`src/sv/bit_select_sampled_index_assert.svh`:
```
// Assertion macros for the bit select engine.
// Used by bssi_ctrl; needs nothing else.
`ifndef BIT_SELECT_SAMPLED_INDEX_ASSERT_SVH
`define BIT_SELECT_SAMPLED_INDEX_ASSERT_SVH

// Same-cycle implication, off while reset is high.
`define BSSI_ASSERT_NOW(label, clk, rst, ante, cons, msg) \
   label: assert property (@(posedge clk) disable iff (rst) (ante) |-> (cons)) \
      else $error(msg);

// Next-cycle implication, off while reset is high.
`define BSSI_ASSERT_NEXT(label, clk, rst, ante, cons, msg) \
   label: assert property (@(posedge clk) disable iff (rst) (ante) |=> (cons)) \
      else $error(msg);

`endif

```
`src/sv/bssi_pkg.sv`:
```
// Shared types and constants for the bit select engine.
// No dependencies; used by every other file but the assertion macro header.
package bssi_pkg;

   localparam int MAX_BITS     = 4096;
   localparam int SAMPLE_EVERY = 8;
   localparam int POS_W        = 12;
   localparam int CNT_W        = 13;
   localparam int RANK_W       = 13;

   localparam logic [1:0] REQ_CLEAR  = 2'd0;
   localparam logic [1:0] REQ_APPEND = 2'd1;
   localparam logic [1:0] REQ_QUERY  = 2'd2;

   typedef struct packed {
      logic [1:0]        req_type;
      logic              bit_value;
      logic              desired_value;
      logic [RANK_W-1:0] rank;
   } req_beat_type;

   typedef struct packed {
      logic             found;
      logic [POS_W-1:0] position;
   } rsp_beat_type;

   // Memory control from sequencer to store.
   typedef struct packed {
      logic             bit_we;
      logic [POS_W-1:0] bit_wr_addr;
      logic             bit_wr_data;
      logic             zero_samp_we;
      logic             one_samp_we;
      logic [POS_W-1:0] samp_wr_slot;
      logic [POS_W-1:0] samp_wr_pos;
      logic [POS_W-1:0] bit_rd_addr;
      logic [POS_W-1:0] samp_rd_slot;
   } mem_ctl_type;

   // Registered read data from the store.
   typedef struct packed {
      logic             bit_rd;
      logic [POS_W-1:0] zero_samp;
      logic [POS_W-1:0] one_samp;
   } mem_rd_type;

   typedef struct packed {
      logic         valid;
      rsp_beat_type beat;
   } res_type;

endpackage

```
`src/sv/bssi_ctrl.sv`:
```
// Sequencer: clear, counts and sample bookkeeping on append, rank split and bit scan on query.
// Depends on bssi_pkg and bit_select_sampled_index_assert.svh.
`include "bit_select_sampled_index_assert.svh"

module bssi_ctrl #(
   parameter int SAMPLE_EVERY = bssi_pkg::SAMPLE_EVERY
) (
   input  logic                  clock,
   input  logic                  reset,
   input  logic                  req_valid,
   input  bssi_pkg::req_beat_type req_data,
   output logic                  idle,
   output bssi_pkg::mem_ctl_type mem_ctl,
   input  bssi_pkg::mem_rd_type   mem_rd,
   output bssi_pkg::res_type      res,
   input  logic                  res_take
);

   localparam int POS_W      = bssi_pkg::POS_W;
   localparam int CNT_W      = bssi_pkg::CNT_W;
   localparam int RANK_W     = bssi_pkg::RANK_W;
   localparam int SLOTS      = (bssi_pkg::MAX_BITS + SAMPLE_EVERY - 1) / SAMPLE_EVERY;
   localparam int SLOT_CNT_W = $clog2(SLOTS + 1);
   localparam int LEFT_W     = $clog2(SAMPLE_EVERY + 1);
   // reciprocal for the rank split: q = (r * RECIP) >> SHIFT
   localparam int SHIFT      = POS_W + $clog2(SAMPLE_EVERY) + 1;
   localparam int RECIP      = (2 ** SHIFT + SAMPLE_EVERY - 1) / SAMPLE_EVERY;
   localparam int RECIP_W    = SHIFT + 1;
   localparam int PROD_W     = POS_W + RECIP_W;
   localparam int MUL_W      = POS_W + LEFT_W + 1;

   typedef enum logic [5:0] {
      S_IDLE = 6'b000001,
      S_DIV  = 6'b000010,
      S_REM  = 6'b000100,
      S_SAMP = 6'b001000,
      S_SCAN = 6'b010000,
      S_DONE = 6'b100000
   } state_type;

   state_type             state_ff, state_in;
   logic [CNT_W-1:0]      bit_count_ff, bit_count_in;
   logic [CNT_W-1:0]      zero_count_ff, zero_count_in;
   logic [CNT_W-1:0]      one_count_ff, one_count_in;
   logic [LEFT_W-1:0]     zero_phase_ff, zero_phase_in;
   logic [LEFT_W-1:0]     one_phase_ff, one_phase_in;
   logic [SLOT_CNT_W-1:0] zero_slot_ff, zero_slot_in;
   logic [SLOT_CNT_W-1:0] one_slot_ff, one_slot_in;
   logic                  want_ff, want_in;
   logic [POS_W-1:0]      rm1_ff, rm1_in;
   logic [POS_W-1:0]      q_ff, q_in;
   logic [LEFT_W-1:0]     left_ff, left_in;
   logic [CNT_W-1:0]      scan_addr_ff, scan_addr_in;
   logic                  rd_vld_ff, rd_vld_in;
   logic [POS_W-1:0]      rd_pos_ff, rd_pos_in;
   logic                  found_ff, found_in;
   logic [POS_W-1:0]      pos_ff, pos_in;

   logic [RANK_W-1:0] rank_m1;
   logic [CNT_W-1:0]  total;
   logic [PROD_W-1:0] div_prod;
   logic [MUL_W-1:0]  qd;
   logic [MUL_W-1:0]  rem_raw;
   logic              rem_over;
   logic [POS_W-1:0]  slot_fix;
   logic [MUL_W-1:0]  rem_fix;
   logic [POS_W-1:0]  samp;
   logic              issue;

   assign rank_m1  = req_data.rank - RANK_W'(1);
   assign total    = req_data.desired_value ? one_count_ff : zero_count_ff;
   assign div_prod = PROD_W'(rm1_ff) * PROD_W'(RECIP);
   assign qd       = MUL_W'(q_ff) * MUL_W'(SAMPLE_EVERY);
   assign rem_raw  = MUL_W'(rm1_ff) - qd;
   // the reciprocal may leave the quotient one short
   assign rem_over = rem_raw >= MUL_W'(SAMPLE_EVERY);
   assign slot_fix = rem_over ? q_ff + POS_W'(1) : q_ff;
   assign rem_fix  = rem_over ? rem_raw - MUL_W'(SAMPLE_EVERY) : rem_raw;
   assign samp     = want_ff ? mem_rd.one_samp : mem_rd.zero_samp;
   assign issue    = scan_addr_ff < bit_count_ff;

   always_comb begin
      state_in      = state_ff;
      bit_count_in  = bit_count_ff;
      zero_count_in = zero_count_ff;
      one_count_in  = one_count_ff;
      zero_phase_in = zero_phase_ff;
      one_phase_in  = one_phase_ff;
      zero_slot_in  = zero_slot_ff;
      one_slot_in   = one_slot_ff;
      want_in       = want_ff;
      rm1_in        = rm1_ff;
      q_in          = q_ff;
      left_in       = left_ff;
      scan_addr_in  = scan_addr_ff;
      rd_vld_in     = 1'b0;
      rd_pos_in     = scan_addr_ff[POS_W-1:0];
      found_in      = found_ff;
      pos_in        = pos_ff;

      mem_ctl              = '0;
      mem_ctl.bit_wr_addr  = bit_count_ff[POS_W-1:0];
      mem_ctl.bit_wr_data  = req_data.bit_value;
      mem_ctl.samp_wr_pos  = bit_count_ff[POS_W-1:0];
      mem_ctl.bit_rd_addr  = scan_addr_ff[POS_W-1:0];
      mem_ctl.samp_rd_slot = slot_fix;

      unique case (state_ff)
         S_IDLE: begin
            if (req_valid) begin
               unique case (req_data.req_type)
                  bssi_pkg::REQ_CLEAR: begin
                     bit_count_in  = '0;
                     zero_count_in = '0;
                     one_count_in  = '0;
                     zero_phase_in = '0;
                     one_phase_in  = '0;
                     zero_slot_in  = '0;
                     one_slot_in   = '0;
                  end
                  bssi_pkg::REQ_APPEND: begin
                     if (bit_count_ff < CNT_W'(bssi_pkg::MAX_BITS)) begin
                        mem_ctl.bit_we = 1'b1;
                        bit_count_in   = bit_count_ff + CNT_W'(1);
                        if (req_data.bit_value) begin
                           one_count_in = one_count_ff + CNT_W'(1);
                           if (one_phase_ff == '0) begin
                              mem_ctl.one_samp_we  = 1'b1;
                              mem_ctl.samp_wr_slot = POS_W'(one_slot_ff);
                              one_slot_in          = one_slot_ff + SLOT_CNT_W'(1);
                           end
                           one_phase_in = (one_phase_ff == LEFT_W'(SAMPLE_EVERY - 1)) ?
                                          '0 : one_phase_ff + LEFT_W'(1);
                        end else begin
                           zero_count_in = zero_count_ff + CNT_W'(1);
                           if (zero_phase_ff == '0) begin
                              mem_ctl.zero_samp_we = 1'b1;
                              mem_ctl.samp_wr_slot = POS_W'(zero_slot_ff);
                              zero_slot_in         = zero_slot_ff + SLOT_CNT_W'(1);
                           end
                           zero_phase_in = (zero_phase_ff == LEFT_W'(SAMPLE_EVERY - 1)) ?
                                           '0 : zero_phase_ff + LEFT_W'(1);
                        end
                     end
                  end
                  bssi_pkg::REQ_QUERY: begin
                     want_in = req_data.desired_value;
                     if (req_data.rank == '0 || req_data.rank > total) begin
                        found_in = 1'b0;
                        pos_in   = '0;
                        state_in = S_DONE;
                     end else begin
                        rm1_in   = rank_m1[POS_W-1:0];
                        state_in = S_DIV;
                     end
                  end
                  default: ;
               endcase
            end
         end
         S_DIV: begin
            q_in     = div_prod[SHIFT +: POS_W];
            state_in = S_REM;
         end
         S_REM: begin
            // sample read issued here, data back in S_SAMP
            left_in  = LEFT_W'(rem_fix);
            state_in = S_SAMP;
         end
         S_SAMP: begin
            if (left_ff == '0) begin
               found_in = 1'b1;
               pos_in   = samp;
               state_in = S_DONE;
            end else begin
               scan_addr_in = CNT_W'(samp) + CNT_W'(1);
               state_in     = S_SCAN;
            end
         end
         S_SCAN: begin
            // one bit read issued per cycle, checked the cycle after
            rd_vld_in = issue;
            if (issue) begin
               scan_addr_in = scan_addr_ff + CNT_W'(1);
            end
            if (rd_vld_ff && mem_rd.bit_rd == want_ff) begin
               if (left_ff == LEFT_W'(1)) begin
                  found_in = 1'b1;
                  pos_in   = rd_pos_ff;
                  state_in = S_DONE;
               end else begin
                  left_in = left_ff - LEFT_W'(1);
               end
            end else if (!rd_vld_ff && !issue) begin
               found_in = 1'b0;
               pos_in   = '0;
               state_in = S_DONE;
            end
         end
         S_DONE: begin
            if (res_take) begin
               state_in = S_IDLE;
            end
         end
         default: state_in = S_IDLE;
      endcase
   end

   always_ff @(posedge clock) begin
      if (reset) begin
         state_ff      <= S_IDLE;
         bit_count_ff  <= '0;
         zero_count_ff <= '0;
         one_count_ff  <= '0;
         zero_phase_ff <= '0;
         one_phase_ff  <= '0;
         zero_slot_ff  <= '0;
         one_slot_ff   <= '0;
         rd_vld_ff     <= 1'b0;
      end else begin
         state_ff      <= state_in;
         bit_count_ff  <= bit_count_in;
         zero_count_ff <= zero_count_in;
         one_count_ff  <= one_count_in;
         zero_phase_ff <= zero_phase_in;
         one_phase_ff  <= one_phase_in;
         zero_slot_ff  <= zero_slot_in;
         one_slot_ff   <= one_slot_in;
         rd_vld_ff     <= rd_vld_in;
      end
   end

   always_ff @(posedge clock) begin
      want_ff      <= want_in;
      rm1_ff       <= rm1_in;
      q_ff         <= q_in;
      left_ff      <= left_in;
      scan_addr_ff <= scan_addr_in;
      rd_pos_ff    <= rd_pos_in;
      found_ff     <= found_in;
      pos_ff       <= pos_in;
   end

   assign idle          = state_ff == S_IDLE;
   assign res.valid     = state_ff == S_DONE;
   assign res.beat.found    = found_ff;
   assign res.beat.position = pos_ff;

   `BSSI_ASSERT_NOW(a_count_sum, clock, reset, 1'b1, (CNT_W+1)'(bit_count_ff) == (CNT_W+1)'(zero_count_ff) + (CNT_W+1)'(one_count_ff), "bit count differs from zero plus one counts")
   `BSSI_ASSERT_NOW(a_count_max, clock, reset, 1'b1, bit_count_ff <= CNT_W'(bssi_pkg::MAX_BITS), "bit count beyond store size")
   `BSSI_ASSERT_NOW(a_scan_left, clock, reset, state_ff == S_SCAN, left_ff != '0, "scan running with nothing left to find")
   `BSSI_ASSERT_NOW(a_scan_addr, clock, reset, state_ff == S_SCAN, scan_addr_ff <= bit_count_ff, "scan address past the stored bits")
   `BSSI_ASSERT_NEXT(a_done_hold, clock, reset, state_ff == S_DONE && !res_take, state_ff == S_DONE, "result dropped before it was taken")

endmodule

```
`config.mk`:
```
export PLATFORM = sky130hd
export DESIGN_NAME = bssi_ctrl
export DESIGN_NICKNAME = d
export VERILOG_FILES = /design/src/sv/bssi_pkg.sv /design/src/sv/bssi_ctrl.sv
export VERILOG_INCLUDE_DIRS = /design/src /design/src/sv
export SDC_FILE = /design/constraint.sdc
export NUM_CORES = 1
export LEC_CHECK = 0
export BUFFER_PORTS_ARGS = -buffer_cell sky130_fd_sc_hd__buf_2
export CORE_MARGIN = 2
export CORE_UTILIZATION = 52
export CTS_CLUSTER_SIZE = 10
export DETAILED_ROUTE_END_ITERATION = 10
export PLACE_DENSITY = 0.88
export SLEW_MARGIN = 40
export SYNTH_ARGS = -nofsm -noshare
export SYNTH_HDL_FRONTEND = slang
export SYNTH_SLANG_ARGS = --single-unit
```
`constraint.sdc`:
```
create_clock -name clock -period 4.1 [get_ports clock]
set_input_delay 1.23 -clock clock [delete_from_list [all_inputs] [get_ports clock]]
set_output_delay 1.23 -clock clock [all_outputs]
set_load 0.01 [all_outputs]
```
==> results.md <==
| Group | Metric | Value |
|:---|:---|:---|
| clocking | Max Buffers Root-to-Sink | 2 |
| clocking | Clock slew at the register clock pins of the worst setup and hold paths | 0.06 ns |
| timing | Slew at the pin closest to its max-slew limit | 0.668 ns |
| finish | Filler cell count in the final layout | 1216 |
| pwr | Switching fraction of total power | 27.2% |
| pwr | Switching pwr | 0.000988 W |
| worst setup path | Type of origin of the critical path | register |
| clocking | Clock tree from TritonCTS | yes |
| place | Global placer's final weighted congestion | 0.891 |
| timing | Maximum clock rate | 221 MHz |
| timing | Clock tree skew after final layout | 0.00925 ns |
| clocking | Clock root buffer master | clkbuf_16 |
| synthesis | Area share of the leading cell type in the synthesized netlist | 21.7% |
| timing | Final setup violation count | 10 |
| synthesis | Synthesized instance count | 868 |
| pwr | Total leakage power | 3.76 nW |
| finish | Fin nets | 1064 |
| routing | Drc violations | 0 |
| flow run | Count of maximum capacitance violations | 0 |
| clocking | Clock buffers created by TritonCTS | 17 |
| die | Initial Utilization | 52.7% |
| timing | Period minus WS final | 4.53 ns |
| pwr | Power share of the sequential group | 43.0% |
| outcome | Outcome | complete, but fails checks |
| timing | Pins over their slew limit | 0 |
| synthesis | Synth area leaders | dfxtp_1 (22%), edfxtp_1 (20%), ha_1 (7.6%) |
| routing | Final antenna-violating net count | 0 |
| worst setup path | Endpoint class of the critical path | output port |
| place | Half-perimeter wire length after detailed placement | 13.0 mm |
| outcome | Failing checks | negative setup slack |
| die | Site row count | 45 |
| timing | Share of the clock period used by the worst path | 110% |
| grt | Global routing usage summed across all routing layers | 22.6% |
| synthesis | Cell variety after synth | 67 |
| timing | Worst slew margin | 55.2% |
| timing | Post-route setup TNS | -3.40 ns |
| worst setup path | Arrival time at the worst endpoint | 3.30 ns |
| die | Total core area | 0.0150 mm2 |
| synthesis | Cell type with the largest total area after synthesis | dfxtp_1 |
| clocking | CTS sink cnt | 138 |
| synthesis | Synth cell count leaders | nor2_1 (95), dfxtp_1 (86), nand2_1 (81), edfxtp_1 (52), o21ai_0 (50) |
| timing | Unrepaired setup endpoints after global routing | true |
| grt | Congestion Overflow GR | 0 |
| worst setup path | Critical Setup Path Class | reg -> out |
| synthesis | Number of flops mapped to enable cells by yosys | 52 |
| worst setup path | Critical Path RT | 2.87 ns |
| pwr | Portion of total power attributed to the clock network | 42.8% |
| routing | DRT Pass-1 Iters | 5 |
| synthesis | Syn_area_per_cell | 9.13 um2 |
| worst setup path | Largest driver fanout on the critical path | 6 |
| synthesis | Top FF cell, synth | dfxtp_1 |
| synthesis | Asr flop ratio synth | 0% |
| pwr | Cell internal pwr | 0.00264 W |
| clocking | CTS HTree Levels | 4 |
| grt | Via count of the first global-routing pass | 6243 |
| pwr | Max rail drop VDD | 286 uV |
| grt | First-pass GRT wire length | 29.6 mm |
| die | Y dimension of the die | 127 um |
| routing | DRC violation total after the first TritonRoute iteration | 580 |
| timing | Endpoints failing hold | 0 |
| grt | Number of antenna violations at the first check in global routing | 2 |
| min path | Worst min path class | reg -> reg |
| place | Number of buffer cells added on primary ports | 120 |
| synthesis | Mapped cell area | 0.00792 mm2 |
| pwr | Power Dens Cells | 394 mW/mm2 |
| die | Die X | 127 um |
| pwr | Combinational power share | 14.2% |
| grt | Pin count of the biggest net entering global routing | 30 |
| clocking | Insertion delay of the later-clocked pin in the worst-skew pair | 0.42 ns |
| routing | Total via count in the routed design | 6566 |
| synthesis | Yosys warning total | 0 |
| synthesis | FF+latch count, synth | 138 |
| finish | Layout Area Growth over Synthesis | 16.1% |
| synthesis | Leading cell type by number of instances after synthesis | nor2_1 |
| die | Total Die Area | 0.0162 mm2 |
| finish | Share of post-route cells with drive strength above 1 | 20.7% |
| timing | Smallest hold slack | 0.465 ns |
| routing | Average detailed-routed wire length per instance | 15.4 um |
| timing | Worst Slack Setup Final | -0.429 ns |
| routing | Routed vias/inst | 5.60 |
| synthesis | Sequential cell area fraction in the yosys report | 41.4% |
| die | IO Count | 125 |
| routing | Routed wire length | 18.1 mm |
-- through the flow --
stage	cells	worst slack, ns	instance area [um2]	total power, W	util [%]
5_1_grt	1172	-0.568	9200	0.00376	61.2
2_1_floorplan	871	0.0707	7940	0.00192	-
4_1_cts	1169	-0.409	9170	0.00364	61.0
6_report	1172	-0.429	9200	0.00363	61.2
3_3_place_gp	1133	-0.0405	8510	0.00207	56.6
3_5_place_dp	1134	-0.178	8530	0.00209	56.7
-- cell families (layout without fill, tap and decap cells) --
family | Yosys count | in the layout | synth area share (%)
and+or+nand+nor | 318 | 318 | 19.9
DFF | 138 | 138 | 41.4
xor gates and xnor gates | 76 | 76 | 8.40
AOI/OAI and AO/OA | 147 | 147 | 11.4
other | 1 | 6 | 0.0473
muxes | 28 | 28 | 3.57
adders and majority gates | 49 | 49 | 7.83
buffers and inverters | 111 | 222 | 7.36
-- registers in the layout, indices dropped and copies added (netlist names), 6 cells and up --
signal and cells:
one_slot_ff 10, rm1_ff 12, q_ff 9, pos_ff 12, bit_count_ff 13, zero_slot_ff 10
state_ff 6, rd_pos_ff 12, one_count_ff 13, zero_count_ff 13, scan_addr_ff 13
-- area by class of cell --
cell class	instances	area, um2	share of cell area, %
diodes	2	5.00	0.0544
clock buffers	18	439	4.77
clock inverters	14	160	1.74
inverters	45	171	1.86
multi-input cells	622	4110	44.7
flip-flops and latches	138	3280	35.7
well taps	188	235	2.56
repair buffers	145	796	8.65
-- power groups by stage --
| stage | Sequential (W) | Combinational [W] | Clock (W) |
|---|---|---|---|
| after global placement | 0.00159 | 0.000487 | 0 |
| after global routing | 0.00157 | 0.000572 | 0.00162 |
| after CTS | 0.00156 | 0.000510 | 0.00158 |
| after floorplan | 0.00160 | 0.000321 | 0 |
| final | 0.00156 | 0.000515 | 0.00155 |
| after detailed placement | 0.00159 | 0.000503 | 0 |
-- routing by layer --
metal	wire (um)	share of wire (%)	GRT usage, %	vias to the layer above
li1	-	-	-	3215
met1	7850	43	27.8	3083
met2	8770	49	37.6	226
met3	963	5.3	5.23	42
met4	488	2.7	10.6	0
met5	0	0	0	-
-- path summary, 6_finish.rpt --
kind,start,to,slack [ns],cells after the start
max,q_ff[0],mem_ctl[7],-0.43,11
min,rm1_ff[8],q_ff[5],0.46,0
max reg2reg,scan_addr_ff[6],pos_ff[3],1.03,9
min reg2reg,rm1_ff[8],q_ff[5],0.46,0
-- cell usage in the layout, fill, tap and decap left out, types with 3 or more instances in the layout --
| cell | count |
|---|---|
| nor3_1 | 10 |
| a21oi_1 | 42 |
| clkbuf_16 | 17 |
| buf_4 | 23 |
| nor2_2 | 3 |
| nand2b_1 | 10 |
| a22o_1 | 10 |
| inv_6 | 5 |
| nand2_1 | 81 |
| buf_2 | 120 |
| edfxtp_1 | 52 |
| mux2i_1 | 26 |
| ha_1 | 47 |
| nor3b_1 | 6 |
| xor2_1 | 36 |
| a21o_1 | 9 |
| o21ai_0 | 49 |
| clkinv_4 | 3 |
| nand4b_1 | 3 |
| o31ai_1 | 5 |
| nor4_1 | 7 |
| and3_1 | 11 |
| nand3_1 | 25 |
| nand4_1 | 27 |
| xnor2_1 | 40 |
| a31oi_1 | 4 |
| and2_1 | 7 |
| nor2_1 | 93 |
| nor2b_1 | 7 |
| or3_1 | 11 |
| dfxtp_1 | 86 |
| conb_1 | 4 |
| inv_1 | 42 |
-- worst max-delay path, cell delays in order, from the launching register on --
cell and delay (ns):
edfxtp_1 0.44, ha_4 0.20, inv_4 0.05, fa_2 0.42, a2111o_1 0.36, a2111oi_2 0.21
o2111ai_1 0.15, or4_4 0.45, buf_6 0.15, nand4_1 0.12, xnor2_1 0.15, buf_2 0.17
-- timing repair --
action / 4_1_cts / 5_1_grt
setup endpoints to repair: 10 / 20
hold buffers: 0 / 0
setup buffers: 3 / 1
gates cloned: 0 / 0
gates resized for setup: 9 / 5
endpoints found under the hold margin: 0 / 0
pin swaps: 9 / 3
Power figures use the tool's default switching activity.
